$ cat config.mk
export PLATFORM = sky130hd
export DESIGN_NAME = bencode_response_parser_core_flat
export DESIGN_NICKNAME = d
export VERILOG_FILES = /design/src/rtl/brp_pkg.sv /design/src/rtl/brp_req_if.sv /design/src/rtl/brp_rsp_if.sv /design/src/rtl/brp_step.sv /design/src/rtl/bencode_response_parser_core.sv /design/src/flat_wrapper.sv
export SDC_FILE = /design/constraint.sdc
export NUM_CORES = 1
export LEC_CHECK = 0
export BUFFER_PORTS_ARGS = -buffer_cell sky130_fd_sc_hd__buf_4
export CAP_MARGIN = 20
export CORE_MARGIN = 3
export CORE_UTILIZATION = 61
export CTS_CLUSTER_DIAMETER = 40
export CTS_CLUSTER_SIZE = 28
export DETAILED_ROUTE_END_ITERATION = 8
export PLACE_DENSITY = 0.91
export SYNTH_ARGS = -nofsm -noshare
export SYNTH_HDL_FRONTEND = slang
export SYNTH_SLANG_ARGS = --single-unit
export TNS_END_PERCENT = 100
$ cat constraint.sdc
create_clock -name clk -period 3.6 [get_ports clk]
set_input_delay 0.36 -clock clk [delete_from_list [all_inputs] [get_ports clk]]
set_output_delay 0.36 -clock clk [all_outputs]
set_load 0.01 [all_outputs]
$ cat src/rtl/brp_pkg.sv
`timescale 1ns / 1ps
// ----------------------------------------------------------------------------
// Bencode response parser package
// Sizes, status codes and item types shared by the parser modules.
// ----------------------------------------------------------------------------
package brp_pkg;

	localparam int BUFFER_DEPTH = 256;
	localparam int LENGTH_BITS  = 16;
	localparam int POS_BITS     = $clog2(BUFFER_DEPTH + 1);

	localparam logic [1:0] ST_PARTIAL = 2'd0;
	localparam logic [1:0] ST_READY   = 2'd1;
	localparam logic [1:0] ST_ERROR   = 2'd2;
	localparam logic [1:0] ST_RESET   = 2'd3;

	localparam logic [7:0] CH_PLUS  = 8'h2B;
	localparam logic [7:0] CH_MINUS = 8'h2D;
	localparam logic [7:0] CH_INT   = 8'h69;
	localparam logic [7:0] CH_END   = 8'h65;
	localparam logic [7:0] CH_COLON = 8'h3A;
	localparam logic [7:0] CH_ZERO  = 8'h30;
	localparam logic [7:0] CH_NINE  = 8'h39;

	typedef struct packed {
		logic       req_type;
		logic [7:0] in_byte;
	} req_t;

	typedef struct packed {
		logic [1:0] status;
		logic [7:0] byte_pos;
		logic [7:0] byte_echo;
	} rsp_t;

endpackage

$ cat src/rtl/brp_req_if.sv
`timescale 1ns / 1ps
// ----------------------------------------------------------------------------
// Parser request channel
// Valid and ready handshake carrying one request item.
// ----------------------------------------------------------------------------
interface brp_req_if;

	logic       valid;
	logic       ready;
	logic       req_type;
	logic [7:0] in_byte;

	modport source (output valid, output req_type, output in_byte, input ready);
	modport sink (input valid, input req_type, input in_byte, output ready);

endinterface

$ cat src/rtl/brp_rsp_if.sv
`timescale 1ns / 1ps
// ----------------------------------------------------------------------------
// Parser response channel
// Valid and ready handshake carrying one result item.
// ----------------------------------------------------------------------------
interface brp_rsp_if;

	logic       valid;
	logic       ready;
	logic [1:0] status;
	logic [7:0] byte_pos;
	logic [7:0] byte_echo;

	modport source (output valid, output status, output byte_pos, output byte_echo,
		input ready);
	modport sink (input valid, input status, input byte_pos, input byte_echo,
		output ready);

endinterface

$ cat src/rtl/brp_step.sv
`timescale 1ns / 1ps
// ----------------------------------------------------------------------------
// Parser step
// Holds the parse phase, length countdown and byte position, and works out
// the result of one item from them.
// ----------------------------------------------------------------------------
module brp_step
	import brp_pkg::*;
(
	input  logic clk,
	input  logic arst_n,
	input  logic advance,
	input  req_t item,
	output rsp_t result
);

	typedef enum logic [2:0] {
		PH_IDLE,
		PH_HEADER,
		PH_INT,
		PH_LEN,
		PH_STR,
		PH_READY
	} phase_t;

	localparam logic [LENGTH_BITS-1:0] LEN_MAX = {LENGTH_BITS{1'b1}};

	phase_t                phase_q, phase_d;
	logic [LENGTH_BITS-1:0] len_q, len_d;
	logic [POS_BITS-1:0]    pos_q, pos_d;
	logic                   is_digit;
	logic [3:0]             digit;
	logic [LENGTH_BITS+4:0] grown;
	logic [LENGTH_BITS-1:0] len_dec;

	assign is_digit = (item.in_byte >= CH_ZERO) && (item.in_byte <= CH_NINE);
	assign digit    = item.in_byte[3:0];
	assign grown    = ((LENGTH_BITS + 5)'(len_q) << 3) + ((LENGTH_BITS + 5)'(len_q) << 1)
		+ (LENGTH_BITS + 5)'(digit);
	assign len_dec  = (len_q != '0) ? len_q - 1'b1 : len_q;

	always_comb begin
		phase_d          = phase_q;
		len_d            = len_q;
		pos_d            = pos_q;
		result.status    = ST_PARTIAL;
		result.byte_pos  = 8'(pos_q);
		result.byte_echo = item.in_byte;
		if (item.req_type) begin
			result.status    = ST_RESET;
			result.byte_pos  = 8'd0;
			result.byte_echo = 8'd0;
		end else if (pos_q >= POS_BITS'(BUFFER_DEPTH)) begin
			result.status = ST_ERROR;
		end else begin
			pos_d = pos_q + 1'b1;
			case (phase_q)
				PH_IDLE: begin
					if (item.in_byte == CH_PLUS || item.in_byte == CH_MINUS) begin
						phase_d = PH_HEADER;
					end else begin
						result.status = ST_ERROR;
					end
				end
				PH_HEADER: begin
					if (item.in_byte == CH_INT) begin
						phase_d = PH_INT;
					end else if (is_digit) begin
						phase_d = PH_LEN;
						len_d   = LENGTH_BITS'(digit);
					end else begin
						result.status = ST_ERROR;
					end
				end
				PH_INT: begin
					if (item.in_byte == CH_END) begin
						phase_d       = PH_READY;
						result.status = ST_READY;
					end else if (!is_digit) begin
						result.status = ST_ERROR;
					end
				end
				PH_LEN: begin
					if (item.in_byte == CH_COLON) begin
						if (len_q == '0) begin
							phase_d       = PH_READY;
							result.status = ST_READY;
						end else begin
							phase_d = PH_STR;
						end
					end else if (is_digit) begin
						len_d = (|grown[LENGTH_BITS+4:LENGTH_BITS]) ? LEN_MAX
							: grown[LENGTH_BITS-1:0];
					end else begin
						result.status = ST_ERROR;
					end
				end
				PH_STR: begin
					len_d = len_dec;
					if (len_dec == '0) begin
						phase_d       = PH_READY;
						result.status = ST_READY;
					end
				end
				default: begin
					result.status = ST_ERROR;
				end
			endcase
		end
		if (item.req_type || result.status == ST_ERROR) begin
			phase_d = PH_IDLE;
			len_d   = '0;
			pos_d   = '0;
		end
	end

	always_ff @(posedge clk or negedge arst_n) begin
		if (!arst_n) begin
			phase_q <= PH_IDLE;
			len_q   <= '0;
			pos_q   <= '0;
		end else if (advance) begin
			phase_q <= phase_d;
			len_q   <= len_d;
			pos_q   <= pos_d;
		end
	end

endmodule

$ cat src/rtl/bencode_response_parser_core.sv
`timescale 1ns / 1ps
// ----------------------------------------------------------------------------
// Bencode response parser core
// Checks a response one byte per item and echoes each byte with its buffer
// position and a partial, ready or error status; a reset item gets a reset status.
//
//   Channel  Role    Payload
//   req      sink    req_type, in_byte
//   rsp      source  status, byte_pos, byte_echo
//
// One item per cycle is sustained while the receiver takes results; each item
// passes from acceptance to its result through the input and result registers.
// The parse state is updated as an item moves from the input register into
// the result register, so consecutive items follow without a gap.
// A stalled result holds in the result register while the input register
// still takes one more item. Reset returns the parser to idle at once.
// ----------------------------------------------------------------------------
module bencode_response_parser_core
	import brp_pkg::*;
(
	input  logic       clk,
	input  logic       arst_n,
	brp_req_if.sink    req,
	brp_rsp_if.source  rsp
);

	logic valid_s1;
	req_t item_s1;
	logic valid_s2;
	rsp_t result_s2;
	rsp_t result;
	logic advance;

	assign advance   = valid_s1 && (!valid_s2 || rsp.ready);
	assign req.ready = !valid_s1 || advance;

	brp_step u_step (
		.clk     (clk),
		.arst_n  (arst_n),
		.advance (advance),
		.item    (item_s1),
		.result  (result)
	);

	always_ff @(posedge clk or negedge arst_n) begin
		if (!arst_n) begin
			valid_s1 <= 1'b0;
			valid_s2 <= 1'b0;
		end else begin
			if (req.valid && req.ready) begin
				valid_s1 <= 1'b1;
			end else if (advance) begin
				valid_s1 <= 1'b0;
			end
			if (advance) begin
				valid_s2 <= 1'b1;
			end else if (rsp.ready) begin
				valid_s2 <= 1'b0;
			end
		end
	end

	always_ff @(posedge clk) begin
		if (req.valid && req.ready) begin
			item_s1.req_type <= req.req_type;
			item_s1.in_byte  <= req.in_byte;
		end
		if (advance) begin
			result_s2 <= result;
		end
	end

	assign rsp.valid     = valid_s2;
	assign rsp.status    = result_s2.status;
	assign rsp.byte_pos  = result_s2.byte_pos;
	assign rsp.byte_echo = result_s2.byte_echo;

endmodule

$ cat src/flat_wrapper.sv
// flat-port wrapper written by rule: the top's interface ports become plain ports
module bencode_response_parser_core_flat import brp_pkg::*;
  (clk, arst_n, req_valid, req_req_type, req_in_byte, req_ready, rsp_valid, rsp_status, rsp_byte_pos, rsp_byte_echo, rsp_ready);
  brp_req_if req_i ();
  brp_rsp_if rsp_i ();
  input  logic clk;
  input  logic arst_n;
  input wire logic [$bits(req_i.valid)-1:0] req_valid;
  input wire logic [$bits(req_i.req_type)-1:0] req_req_type;
  input wire logic [$bits(req_i.in_byte)-1:0] req_in_byte;
  output wire logic [$bits(req_i.ready)-1:0] req_ready;
  output wire logic [$bits(rsp_i.valid)-1:0] rsp_valid;
  output wire logic [$bits(rsp_i.status)-1:0] rsp_status;
  output wire logic [$bits(rsp_i.byte_pos)-1:0] rsp_byte_pos;
  output wire logic [$bits(rsp_i.byte_echo)-1:0] rsp_byte_echo;
  input wire logic [$bits(rsp_i.ready)-1:0] rsp_ready;
  assign req_i.valid = req_valid;
  assign req_i.req_type = req_req_type;
  assign req_i.in_byte = req_in_byte;
  assign req_ready = req_i.ready;
  assign rsp_valid = rsp_i.valid;
  assign rsp_status = rsp_i.status;
  assign rsp_byte_pos = rsp_i.byte_pos;
  assign rsp_byte_echo = rsp_i.byte_echo;
  assign rsp_i.ready = rsp_ready;
  bencode_response_parser_core u_core (.clk(clk), .arst_n(arst_n), .req(req_i), .rsp(rsp_i));
endmodule
After elaboration in Yosys (flattened, before gate mapping)
Cells that the tools add are included.
{"block": "totals", "ff_bits": 57, "elab_cells": 97, "in_bits": 13}
{"block": "classes", "n_eq_ne": 21, "n_reduce_logical": 21, "muxes": 38, "addsub": 4, "n_lt_le_gt_ge": 3}
{"op": "2-to-1 mux 16 bit", "n": 9}
{"op": "one-hot mux 16 bit (3 select lines)", "n": 1}
{"op": "zero test 16 bit", "n": 2}
{"op": "2-to-1 mux 3 bit", "n": 9}
{"op": "2-to-1 mux 9 bit", "n": 3}
{"op": "equality test 8 x 6 -> 1 bit, second input constant", "n": 3}
{"op": "inequality test 3 bit, second input constant", "n": 8}
{"op": "adder 20 x 4 -> 21 bit", "n": 1}
{"op": "adder 19 x 17 -> 20 bit", "n": 1}
{"op": "equality test 8 x 7 -> 1 bit, second input constant", "n": 2}
{"op": "nonzero test 16 bit", "n": 1}
{"op": "subtractor 16 x 1 -> 16 bit, second input constant", "n": 1}
{"op": "one-hot mux 3 bit (5 select lines)", "n": 1}
{"op": "2-to-1 mux 2 bit", "n": 7}
{"op": "one-hot mux 2 bit (5 select lines)", "n": 1}
{"op": "adder 9 x 1 -> 9 bit, second input constant", "n": 1}
{"op": ">= comparator 9 bit, second input constant", "n": 1}
{"op": "AND reduction 9 bit", "n": 1}
{"op": ">= comparator 8 x 6 -> 1 bit, second input constant", "n": 1}
{"op": "<= comparator 8 x 6 -> 1 bit, second input constant", "n": 1}
{"op": "AND reduction 8 bit", "n": 1}
{"op": "2-to-1 mux 1 bit", "n": 7}
{"op": "equality test 3 x 2 -> 1 bit, second input constant", "n": 2}
{"op": "nonzero test 6 bit", "n": 1}
{"op": "other kinds (14)", "n": 21}

Depth between registers and ports, before layout
Gate-level depths: netlist of run 1.
{"block": "logic_depth", "ltp_word": 11, "ltp_mapped": 12}

Hierarchy
From an unflattened synthesis of run 1, not the netlist that was laid out.
{"block": "unflattened", "hier_cells": 490, "hier_area_um2": 4458.0}
{"mod": "brp_step", "seq_area_each_um2": 700.7, "n_inst": 1, "cells_each": 455, "area_per_inst_um2": 3543.4}
{"mod": "bencode_response_parser_core", "seq_area_each_um2": 860.8, "n_inst": 1, "cells_each": 35, "area_per_inst_um2": 914.6}

Worst setup path before layout of run 1
OpenSTA, ideal clock, no wires.
{"block": "synth_path", "kind": "reg-to-reg", "startpoint": "reg u_core.item_s1[3] (netlist bit)", "endpoint": "reg u_core.u_step.len_q[3]", "t_required_ns": 3.473, "path_slack_ns": 0.318, "stages_incl_launch_ff": 12, "arrival_ns": 3.155, "setup_ns": 0.127, "path_buffers": 1, "synth_period_minus_slack_ns": 3.282, "path_cell_list": "edfxtp_1 fa_1 fa_1 a211oi_1 o21a_1 a2111oi_2 o32ai_2 mux2i_1 a2111o_1 buf_6 o31ai_1 nand2_1"}
{"block": "synth_between", "elab_chain_len": 11, "word_cells_on_any_way": 38, "classes_between": "1 x add/sub; 2 x order compare; 12 x eq/ne; 17 x mux; 6 x reduce/logical"}
{"item": "start: declaration", "line_no": "bencode_response_parser_core.sv:28", "rtl": "req_t item_s1;"}
{"item": ">= comparator 8 x 6 -> 1 bit or <= comparator 8 x 6 -> 1 bit (tied branches)", "line_no": "brp_step.sv:36", "rtl": "assign is_digit = (item.in_byte >= CH_ZERO) && (item.in_byte <= CH_NINE);"}
{"item": "logical AND 1 bit", "line_no": "brp_step.sv:36"}
{"item": "2-to-1 mux 2 bit", "line_no": "brp_step.sv:68, brp_step.sv:79, brp_step.sv:91"}
{"item": "2-to-1 mux 2 bit, on equally long branches", "line_no": "brp_step.sv:84, brp_step.sv:66, brp_step.sv:76"}
{"item": "one-hot mux 2 bit (5 select lines)", "line_no": "brp_step.sv:57", "rtl": "case (phase_q)"}
{"item": "2-to-1 mux 2 bit", "line_no": "brp_step.sv:53", "rtl": "end else if (pos_q >= POS_BITS'(BUFFER_DEPTH)) begin"}
{"item": "2-to-1 mux 2 bit", "line_no": "brp_step.sv:49", "rtl": "if (item.req_type) begin"}
{"item": "equality test 2 bit", "line_no": "brp_step.sv:110", "rtl": "if (item.req_type || result.status == ST_ERROR) begin"}
{"item": "logical OR 1 bit", "line_no": "brp_step.sv:110"}
{"item": "inequality test 3 bit (no source line), or another cell as far along"}
{"item": "AND reduction 8 bit (no source line)"}
{"item": "end signal: assignment", "line_no": "brp_step.sv:124", "rtl": "len_q <= len_d;"}
{"item": "end: declaration", "line_no": "brp_step.sv:29", "rtl": "logic [LENGTH_BITS-1:0] len_q, len_d;"}
Parallel ways exist; a longest one is shown, timed or not. The select of a mux whose other input is x is not followed.
A chain may end at the register's enable or synchronous reset.

Worst setup path after layout of run 1
{"block": "layout_path", "startpoint": "reg u_core.u_step.len_q[0]", "endpoint": "reg u_core.u_step.len_q[1]"}
{"block": "layout_between", "elab_chain_len": 11, "word_cells_on_any_way": 31, "classes_between": "3 x add/sub; 7 x eq/ne; 14 x mux; 7 x reduce/logical"}
{"item": "parallel branches: the longest is 11 deep, another holds adder 20 x 4 -> 21 bit"}
Parallel ways; which one is timed is not known. The select of a mux whose other input is x is not followed.

==> flow_metrics.env, run 1 <==
export IMPL_cts_path_max_buffers=2
export IMPL_cp_data_required_time_ns=3.81
export IMPL_gp_congestion=0.904
export IMPL_skew_ns=0.00956
export IMPL_ys_seq_area_share_pct=38.3
export IMPL_syn2layout_area_growth_pct=14.4
export IMPL_routedWlPerCell_um=17.2
export IMPL_die_height_um=87.8
export IMPL_hold_path_depth=1
export IMPL_dp_cells=544
export IMPL_multi_input_area_um2=2420
export IMPL_ff_latch_area_um2=1560
export IMPL_timing_final_crit_share_pct=95.5
export IMPL_period_minus_slack_ns=3.44
export IMPL_synth_seq_cells=57
export IMPL_setup_ws_ns=0.164
export IMPL_dieWidth_um=87.8
export IMPL_max_freq_mhz=291
export IMPL_grt_first_pass_wirelength_mm=16.5
export IMPL_core_area_um2=6420
export IMPL_grt_total_usage_pct=27.0
export IMPL_grt_max_degree=31
export IMPL_synth_nets=486
export IMPL_syn_mean_instance_area_um2=9.34
export IMPL_finalMaxSlewViolations=0
export IMPL_yosysTopAreaCellShare_pct=19.9
export IMPL_cp_end_kind="flop"
export IMPL_htree_levels=3
export IMPL_setup_tns_ns=0
export IMPL_portBuffers=32
export IMPL_instances_no_fill=561
export IMPL_hp_class="in -> reg"
export IMPL_drc_errors=0
export IMPL_leakage_nw=2.07
export IMPL_ys_top_cells_by_area="edfxtp_1, dfrtp_1, ha_1, a21oi_1, nor2_1"
export IMPL_start_util_pct=63.5
export IMPL_critPathArrivalTime_ns=3.65
export IMPL_fin_util_pct=72.6
export IMPL_drt_vias_per_instance=6.52
export IMPL_rsz0062_at_grt="false"
export IMPL_drtIter0Drc=384
export IMPL_dp_hpwl_mm=7.12
export IMPL_tightest_slew_ns=1.03
export IMPL_ir_worst_vdd_v=0.000369
export IMPL_setup_violations=0
export IMPL_async_flop_share_pct=52.6
export IMPL_status="completed"
export IMPL_worstSkewPairLatency_ns=0.34
export IMPL_yosysWarnings=0
export IMPL_path_clk_slew_ns=0.07
export IMPL_synth_enable_flop_cells=27
export IMPL_dieArea_um2=7710
export IMPL_layout_common_cells="buf_4, nor2_1, nand2_1"
export IMPL_fillers=430
export IMPL_dp_slack_ns=0.129
export IMPL_grt_overflow=0
export IMPL_clock_root_buffer="clkbuf_8"
export IMPL_rows=29
export IMPL_critical_path_class="reg -> reg"
export IMPL_ant_nets=0
export IMPL_critPathLaunchType="flop"
export IMPL_reg2reg_depth=11
export IMPL_wirelength_mm=9.66
export IMPL_dr_pass1_iters=5
export IMPL_num_antenna_cells=0
export IMPL_cts_tree="yes"
export IMPL_maxCapViolCount=0
export IMPL_ioPinCount=33
export IMPL_nets=528
export IMPL_final_common_cell="buf_4"
export IMPL_power_density_nw_per_um2=417
export IMPL_cp_max_fo=16
export IMPL_post_cts_buffers=0
export IMPL_final_hold_violation_count=0
export IMPL_ys_types=72
export IMPL_final_layout_size_suffix_gt1_share_pct=15.7
export IMPL_num_vias=3655
export IMPL_antenna_found_initial=0
export IMPL_syn_cell_area_um2=4080
export IMPL_grt_pass1_vias=3521
export IMPL_maxSlewHeadroom_pct=31.1
export IMPL_synthCells=437
export IMPL_synth_largest_area_cell="edfxtp_1"
export IMPL_synth_ff_type="dfrtp_1"
export IMPL_numCtsBuffers=9
export IMPL_clkSinkCount=57
cell usage after synthesis, drive strengths merged (4+ instances only):
| master | n |
|---|---|
| nor2 | 39 |
| xor2 | 7 |
| or3 | 7 |
| o21ai | 49 |
| and3 | 4 |
| a31oi | 4 |
| o211ai | 6 |
| nor3 | 11 |
| buf | 6 |
| edfxtp | 27 |
| nand2 | 37 |
| dfrtp | 30 |
| o31ai | 5 |
| nand2b | 9 |
| nand4 | 5 |
| and2 | 4 |
| a21oi | 33 |
| nor4 | 10 |
| a21o | 5 |
| nand3 | 8 |
| ha | 34 |
| inv | 7 |
| o21a | 7 |
| clkbuf | 7 |
| xnor2 | 7 |
| nor2b | 22 |
metal layers:
metal	global-route usage, %	routed length, um	share of wire, %	up-vias
met2	44.3	4840	50	169
met4	9.90	165	1.7	0
met3	5.27	696	7.2	21
met1	35.6	3960	41	1729
li1	-	-	-	1736
met5	0	0	0	-
repair_timing:
action / in CTS / in global routing
setup endpoints to repair: 0 / 3
endpoints found under the hold margin: 30 / 0
gates resized for setup: 0 / 2
hold buffers: 1 / 0
final timing paths:
check	startpoint	to	slack, ns
setup / recovery	u_core.u_step.len_q[0]	u_core.u_step.len_q[1]	0.16
hold / removal	req_in_byte[0]	u_core.item_s1[0]	0.20
setup reg to reg	u_core.u_step.len_q[0]	u_core.u_step.len_q[1]	0.16
hold reg to reg	u_core.valid_s1	u_core.rsp.valid	0.51
max in group asynchronous	arst_n	u_core.u_step.len_q[3]	2.80
min in group asynchronous	arst_n	u_core.u_step.pos_q[7]	0.49
layout make-up:
| cell class | count | area share [%] |
|---|---|---|
| multi-input cells | 359 | 51.9 |
| flip-flops and latches | 57 | 33.5 |
| repair buffers | 44 | 7.13 |
| clock buffers | 9 | 2.65 |
| clock inverters | 7 | 2.17 |
| well taps | 77 | 2.06 |
| inverters | 8 | 0.644 |
kinds of logic (layout without fill, tap and decap cells):
group           Yosys count  in the layout  share of synthesized area (%)
compound gates          134            134                           20.6
xor+xnor                 14             14                           3.19
fa+ha+maj                36             36                           11.4
buf+inv                  21             68                           2.58
flops                    57             57                           38.3
mux                       3              3                          0.736
simple gates            172            172                           23.2
worst max-delay path, stage by stage (launching register included):
cell and delay [ns]:
dfrtp_1 0.45, fa_1 0.56, fa_1 0.49, a211oi_1 0.25, o21a_2 0.21, a2111oi_2 0.09
o32ai_2 0.30, mux2i_1 0.11, a2111o_1 0.30, buf_4 0.20, o31ai_1 0.24, a21oi_1 0.10
state kept, by name (all words and copies together) (netlist names):
name	cells
u_core.valid_s1	1
u_core.u_step.phase_q	3
u_core.rsp.valid	1
u_core.u_step.len_q	16
u_core.item_s1	9
u_core.u_step.pos_q	9
u_core.rsp.byte_pos	8
u_core.rsp.byte_echo	8
u_core.rsp.status	2
metrics by stage:
step / power (W) / instance area, um2 / hold slack (ns)
4_1_cts: 0.00194 / 4660 / 0.188
5_1_grt: 0.00204 / 4670 / 0.188
3_3_place_gp: 0.00125 / 4420 / 0.316
6_report: 0.00195 / 4670 / 0.198
2_1_floorplan: 0.00112 / 4080 / 0.0644
3_5_place_dp: 0.00127 / 4420 / 0.319
power breakdown:
group	switching [W]	internal, W
Combinational	0.000297	0.000190
Clock	0.000277	0.000396
Sequential	0.0000538	0.000731
Power figures use the tool's default switching activity.
==> run 2: changes to the inputs <==
Settings changed: RECOVER_POWER set to 50.
==> run 2 against run 1 <==
The flow now finishes with violations (capacitance limit, slew limit). Sequential power is essentially flat. First-iteration DRC count rose by 3.9%. Flip-flop and latch count unchanged. Count of clock-buffer cells in the layout did not move. Maximum frequency is essentially flat. Routed wire length up 0.52%. Clock skew shrank 0.0015 ns. Critical path type unchanged. Critical endpoint unchanged.
==> flow_metrics.env, run 2 (synthesis gave the netlist of run 1 again) <==
export IMPL_leakage_nw=2.02
export IMPL_critical_path_class="reg -> reg"
export IMPL_max_freq_mhz=291
export IMPL_num_vias=3679
export IMPL_skew_ns=0.00808
export IMPL_grt_max_degree=31
export IMPL_largest_reg_flops=16
export IMPL_critPathLaunchType="flop"
export IMPL_dieArea_um2=7710
export IMPL_dp_cells=544
export IMPL_syn2layout_area_growth_pct=13.2
export IMPL_top_regs="u_core.u_step.len_q (16), u_core.item_s1 (9), u_core.u_step.pos_q (9)"
export IMPL_finalMaxSlewViolations=31
export IMPL_worstSkewPairLatency_ns=0.34
export IMPL_place_area_um2=4420
export IMPL_antenna_found_initial=0
export IMPL_ir_worst_vdd_v=0.000369
export IMPL_hp_class="in -> reg"
export IMPL_start_util_pct=63.5
export IMPL_htree_levels=3
export IMPL_path_clk_slew_ns=0.07
export IMPL_cp_max_fo=16
export IMPL_drt_vias_per_instance=6.56
export IMPL_dp_slack_ns=0.129
export IMPL_violations="capacitance limit, slew limit"
export IMPL_tightest_slew_ns=1.69
export IMPL_final_hold_violation_count=0
export IMPL_status="finished, violations left"
export IMPL_instances_no_fill=561
export IMPL_setup_ws_ns=0.160
export IMPL_setup_tns_ns=0
export IMPL_grt_overflow=0
export IMPL_rows=29
export IMPL_die_height_um=87.8
export IMPL_layout_common_cells="nor2_1, nand2_1, ha_1"
export IMPL_critPathArrivalTime_ns=3.65
export IMPL_maxCapViolCount=1
export IMPL_grt_pass1_vias=3521
export IMPL_cts_tree="yes"
export IMPL_grt_first_pass_wirelength_mm=16.5
export IMPL_num_antenna_cells=0
export IMPL_core_area_um2=6420
export IMPL_drtIter0Drc=399
export IMPL_routedWlPerCell_um=17.3
export IMPL_cp_end_kind="flop"
export IMPL_setup_violations=0
export IMPL_top_register="u_core.u_step.len_q"
export IMPL_final_common_cell="nor2_1"
export IMPL_timing_final_crit_share_pct=95.5
export IMPL_cts_path_max_buffers=2
export IMPL_drc_errors=0
export IMPL_dieWidth_um=87.8
export IMPL_numCtsBuffers=9
export IMPL_fillers=440
export IMPL_period_minus_slack_ns=3.44
export IMPL_clkSinkCount=57
export IMPL_nets=528
export IMPL_fin_area_um2=4620
export IMPL_clock_root_buffer="clkbuf_8"
export IMPL_ant_nets=0
export IMPL_dp_hpwl_mm=7.12
export IMPL_portBuffers=32
export IMPL_final_layout_size_suffix_gt1_share_pct=13.2
export IMPL_cp_data_required_time_ns=3.82
export IMPL_wirelength_mm=9.71
export IMPL_hold_ws_ns=0.219
export IMPL_ioPinCount=33
export IMPL_rsz0062_at_grt="false"
export IMPL_gp_congestion=0.904
export IMPL_maxSlewHeadroom_pct=-12.9
export IMPL_grt_total_usage_pct=27.0
export IMPL_power_density_nw_per_um2=420
export IMPL_dr_pass1_iters=5
==> run 2: cell types whose count changed in the layout (fill, tap and decap cells not counted), sizes merged <==
cell | previous run | this run
clkbuf | 9 | 30
buf | 43 | 22
==> run 2: where the power goes <==
part | total [W] | switching, W | internal (W)
sequential | 0.000784 | 0.0000534 | 0.000731
combinational | 0.000481 | 0.000299 | 0.000182
clock | 0.000673 | 0.000277 | 0.000396
total | 0.00194 | 0.000629 | 0.00131
==> run 2: per-stage QoR <==
stage | total power (W) | util (%)
after floorplan | 0.00112 | -
after global placement | 0.00125 | 68.9
after detailed placement | 0.00127 | 68.9
after CTS | 0.00194 | 72.6
after global routing | 0.00203 | 71.9
final | 0.00194 | 71.9
==> run 2: final timing paths <==
check | depth (start not counted) | start | end | slack [ns]
setup / recovery | 11 | u_core.u_step.len_q[0] | u_core.u_step.len_q[1] | 0.16
hold / removal | 1 | req_in_byte[0] | u_core.item_s1[0] | 0.22
setup reg to reg | 11 | u_core.u_step.len_q[0] | u_core.u_step.len_q[1] | 0.16
hold reg to reg | 1 | u_core.valid_s1 | u_core.rsp.valid | 0.51
max in group asynchronous | 2 | arst_n | u_core.u_step.len_q[3] | 1.61
min in group asynchronous | 2 | arst_n | u_core.u_step.pos_q[5] | 1.00
==> run 2: repair_timing <==
item / CTS / global route
hold endpoints to repair: 30 / 0
setup buffers: 0 / 0
setup endpoints to repair: 0 / 3
resized for setup: 0 / 2
hold buffers: 1 / 0
==> run 2: per-layer routing <==
metal	part of all wire, %	up-vias	global-route usage (%)
met5	0	-	0
met4	2.0	0	9.90
met3	6.8	29	5.27
met2	50	171	44.3
met1	41	1753	35.6
li1	-	1726	-
==> run 2: final cells by class <==
class	count	area (um2)	area share [%]
clock inverter	7	101	2.19
inverter	8	30.0	0.650
multi-input combinational	359	2420	52.4
clock buffer	9	124	2.68
timing repair buffer	44	288	6.23
sequential	57	1560	33.8
tap	77	96.3	2.09
==> run 2: worst max-delay path: stages, from the launching register on <==
cell       delay, ns
dfrtp_1         0.45
fa_1            0.56
fa_1            0.49
a211oi_1        0.25
o21a_2          0.21
a2111oi_2       0.09
o32ai_2         0.30
mux2i_1         0.11
a2111o_1        0.30
buf_4           0.20
o31ai_1         0.24
a21oi_1         0.10
==> run 3: changes to the inputs <==
Settings changed: ABC_AREA set to 1.
==> run 3 against run 2 <==
The run still ends with capacitance limit, slew limit left. Critical path type unchanged. Count of clock-buffer cells in the layout grew 1. Routed wire length increased by 18%. Flip-flop and latch count unchanged. Sequential power down 4.8%. Power is 23% lower. Highest routed layer unchanged. Cell count is 36% higher.
==> flow_metrics.env, run 3 <==
export IMPL_status="finished, violations left"
export IMPL_violations="capacitance limit, slew limit"
export IMPL_post_cts_buffers=0
export IMPL_grt_total_usage_pct=27.8
export IMPL_num_vias=4455
export IMPL_dieWidth_um=91.9
export IMPL_drtIter0Drc=621
export IMPL_yosysTopAreaCellShare_pct=18.0
export IMPL_portBuffers=32
export IMPL_post_cts_resized=0
export IMPL_synth_nets=677
export IMPL_synth_largest_area_cell="edfxtp_1"
export IMPL_synthCells=628
export IMPL_top_regs="u_core.u_step.len_q (16), u_core.item_s1 (9), u_core.u_step.pos_q (9)"
export IMPL_startpoint="u_core.u_step.len_q[2]"
export IMPL_numCtsBuffers=9
export IMPL_timing_final_crit_share_pct=84.0
export IMPL_start_util_pct=64.5
export IMPL_nets=711
export IMPL_cp_end_kind="flop"
export IMPL_async_flop_share_pct=52.6
export IMPL_syn_cell_area_um2=4500
export IMPL_dieArea_um2=8440
export IMPL_yosysWarnings=0
export IMPL_synthTopCellsByCount="nand2_1, nor2_1, nand3_1"
export IMPL_ys_top_cells_by_area="edfxtp_1, dfrtp_1, nand2_1, ha_1, nand3_1"
export IMPL_ioPinCount=33
export IMPL_hold_start="req_req_type"
export IMPL_htree_levels=3
export IMPL_dp_hpwl_mm=8.41
export IMPL_dp_slack_ns=0.628
export IMPL_routedWlPerCell_um=15.0
export IMPL_setup_tns_ns=0
export IMPL_grt_overflow=0
export IMPL_grt_max_degree=31
export IMPL_ys_seq_area_share_pct=34.7
export IMPL_power_density_nw_per_um2=301
export IMPL_setup_ws_ns=0.577
export IMPL_synth_seq_cells=57
export IMPL_ir_worst_vdd_v=0.000311
export IMPL_clkSinkCount=57
export IMPL_core_area_um2=6980
export IMPL_layout_common_cells="nand2_1, nor2_1, nand3_1"
export IMPL_setup_violations=0
export IMPL_worstSkewPairLatency_ns=0.34
export IMPL_max_freq_mhz=331
export IMPL_clock_root_buffer="clkbuf_8"
export IMPL_drt_vias_per_instance=5.84
export IMPL_grt_pass1_vias=4054
export IMPL_multi_input_area_um2=2610
export IMPL_cts_path_max_buffers=2
export IMPL_ant_nets=0
export IMPL_maxCapViolCount=1
export IMPL_synth_ff_type="dfrtp_1"
export IMPL_largest_reg_flops=16
export IMPL_syn2layout_area_growth_pct=10.2
export IMPL_tightest_slew_ns=1.71
export IMPL_cts_tree="yes"
export IMPL_yosysMostFrequentCell="nand2_1"
export IMPL_synth_enable_flop_cells=27
export IMPL_fillers=561
export IMPL_final_common_cell="nand2_1"
export IMPL_antenna_found_initial=0
export IMPL_timing_rr_start="u_core.u_step.len_q[2]"
export IMPL_cp_data_required_time_ns=3.83
export IMPL_finalMaxSlewViolations=31
export IMPL_critical_path_class="reg -> reg"
export IMPL_cp_max_fo=16
export IMPL_rows=30
export IMPL_drc_errors=0
export IMPL_instances_no_fill=763
export IMPL_grt_first_pass_wirelength_mm=19.1
export IMPL_die_height_um=91.9
export IMPL_dp_cells=746
export IMPL_gp_congestion=0.988
export IMPL_total_power_w=0.00149
export IMPL_final_hold_violation_count=0
export IMPL_rsz0062_at_grt="false"
export IMPL_ff_latch_area_um2=1560
export IMPL_ys_types=38
export IMPL_wirelength_mm=11.4
export IMPL_period_minus_slack_ns=3.02
export IMPL_hp_class="in -> reg"
export IMPL_num_antenna_cells=0
export IMPL_dr_pass1_iters=6
export IMPL_path_clk_slew_ns=0.07
export IMPL_top_register="u_core.u_step.len_q"
export IMPL_critPathLaunchType="flop"
export IMPL_syn_mean_instance_area_um2=7.17
export IMPL_skew_ns=0.0101
export IMPL_critPathArrivalTime_ns=3.26
export IMPL_final_layout_size_suffix_gt1_share_pct=9.60
export IMPL_maxSlewHeadroom_pct=-14.3
export IMPL_leakage_nw=2.61
run 3: cell types whose count changed after synthesis, sizes merged, moves of 6 or more:
cell and change:
or3 -7, nor2b -22, o21ai -26, nand2 +155
nor2 +46, inv +57, nand2b -9, o21a -7
nand3 +69, a21oi -6, nor4 -6
run 3: per-stage QoR:
step	util (%)	area (um2)	hold slack, ns
5_1_grt	71.0	4960	0.203
4_1_cts	71.6	5000	0.183
2_1_floorplan	-	4500	0.0644
3_3_place_gp	68.7	4790	0.316
6_report	71.0	4960	0.209
3_5_place_dp	68.7	4790	0.325
run 3: critical path, stage by stage (launching register included):
cell and delay, ns:
dfrtp_1 0.48, fa_1 0.55, fa_1 0.47, nand3_1 0.10
nand2_1 0.11, nand2_1 0.08, nand2_1 0.08, nand3_1 0.10
nand2_1 0.06, nand2_1 0.06, nand2_1 0.08, nor2_4 0.35
nand3_1 0.15, nand2_1 0.09, nand2_1 0.05, nand2_1 0.06
nand2_1 0.05
run 3: layout make-up:
class,count,area share [%]
clock buffers,10,2.57
clock inverters,6,1.36
inverters,65,4.92
multi-input cells,494,52.7
flip-flops and latches,57,31.5
well taps,96,2.42
repair buffers,35,4.52
run 3: logic make-up (layout without fill, tap and decap cells):
family,count (synthesis),after routing,synth area share (%)
AND/OR/NAND/NOR,384,384,37.7
XOR/XNOR,18,18,3.50
flip-flops,57,57,34.7
adder cells (fa/ha/maj),36,36,10.3
AO/OA/AOI/OAI,56,56,6.56
buffers and inverters,77,116,7.23
run 3: power by group:
part / switching [W] / internal, W
logic: 0.000101 / 0.0000488
registers: 0.0000199 / 0.000727
clock network: 0.000275 / 0.000322
total: 0.000396 / 0.00110
run 3: worst paths after layout:
path	endpoint	slack (ns)	depth (start not counted)
min in group asynchronous	u_core.u_step.pos_q[2]	1.00	2
worst min register to register	u_core.rsp.valid	0.54	2
worst max register to register	u_core.u_step.len_q[9]	0.58	16
worst min-delay path	u_core.item_s1[8]	0.21	1
max in group asynchronous	u_core.u_step.len_q[1]	1.60	2
worst max-delay path	u_core.u_step.len_q[9]	0.58	16
run 3: layer usage:
metal	track usage, %	vias to the layer above	wire, um
li1	-	2126	-
met1	39.0	2068	4830
met2	42.9	222	5290
met3	5.91	39	1040
met4	9.53	0	265
met5	0	-	0
run 3: timing repair:
| action | 4_1_cts | 5_1_grt |
|---|---|---|
| setup endpoints to repair | 0 | 0 |
| hold buffers | 1 | 0 |
| hold endpoints to repair | 30 | 0 |
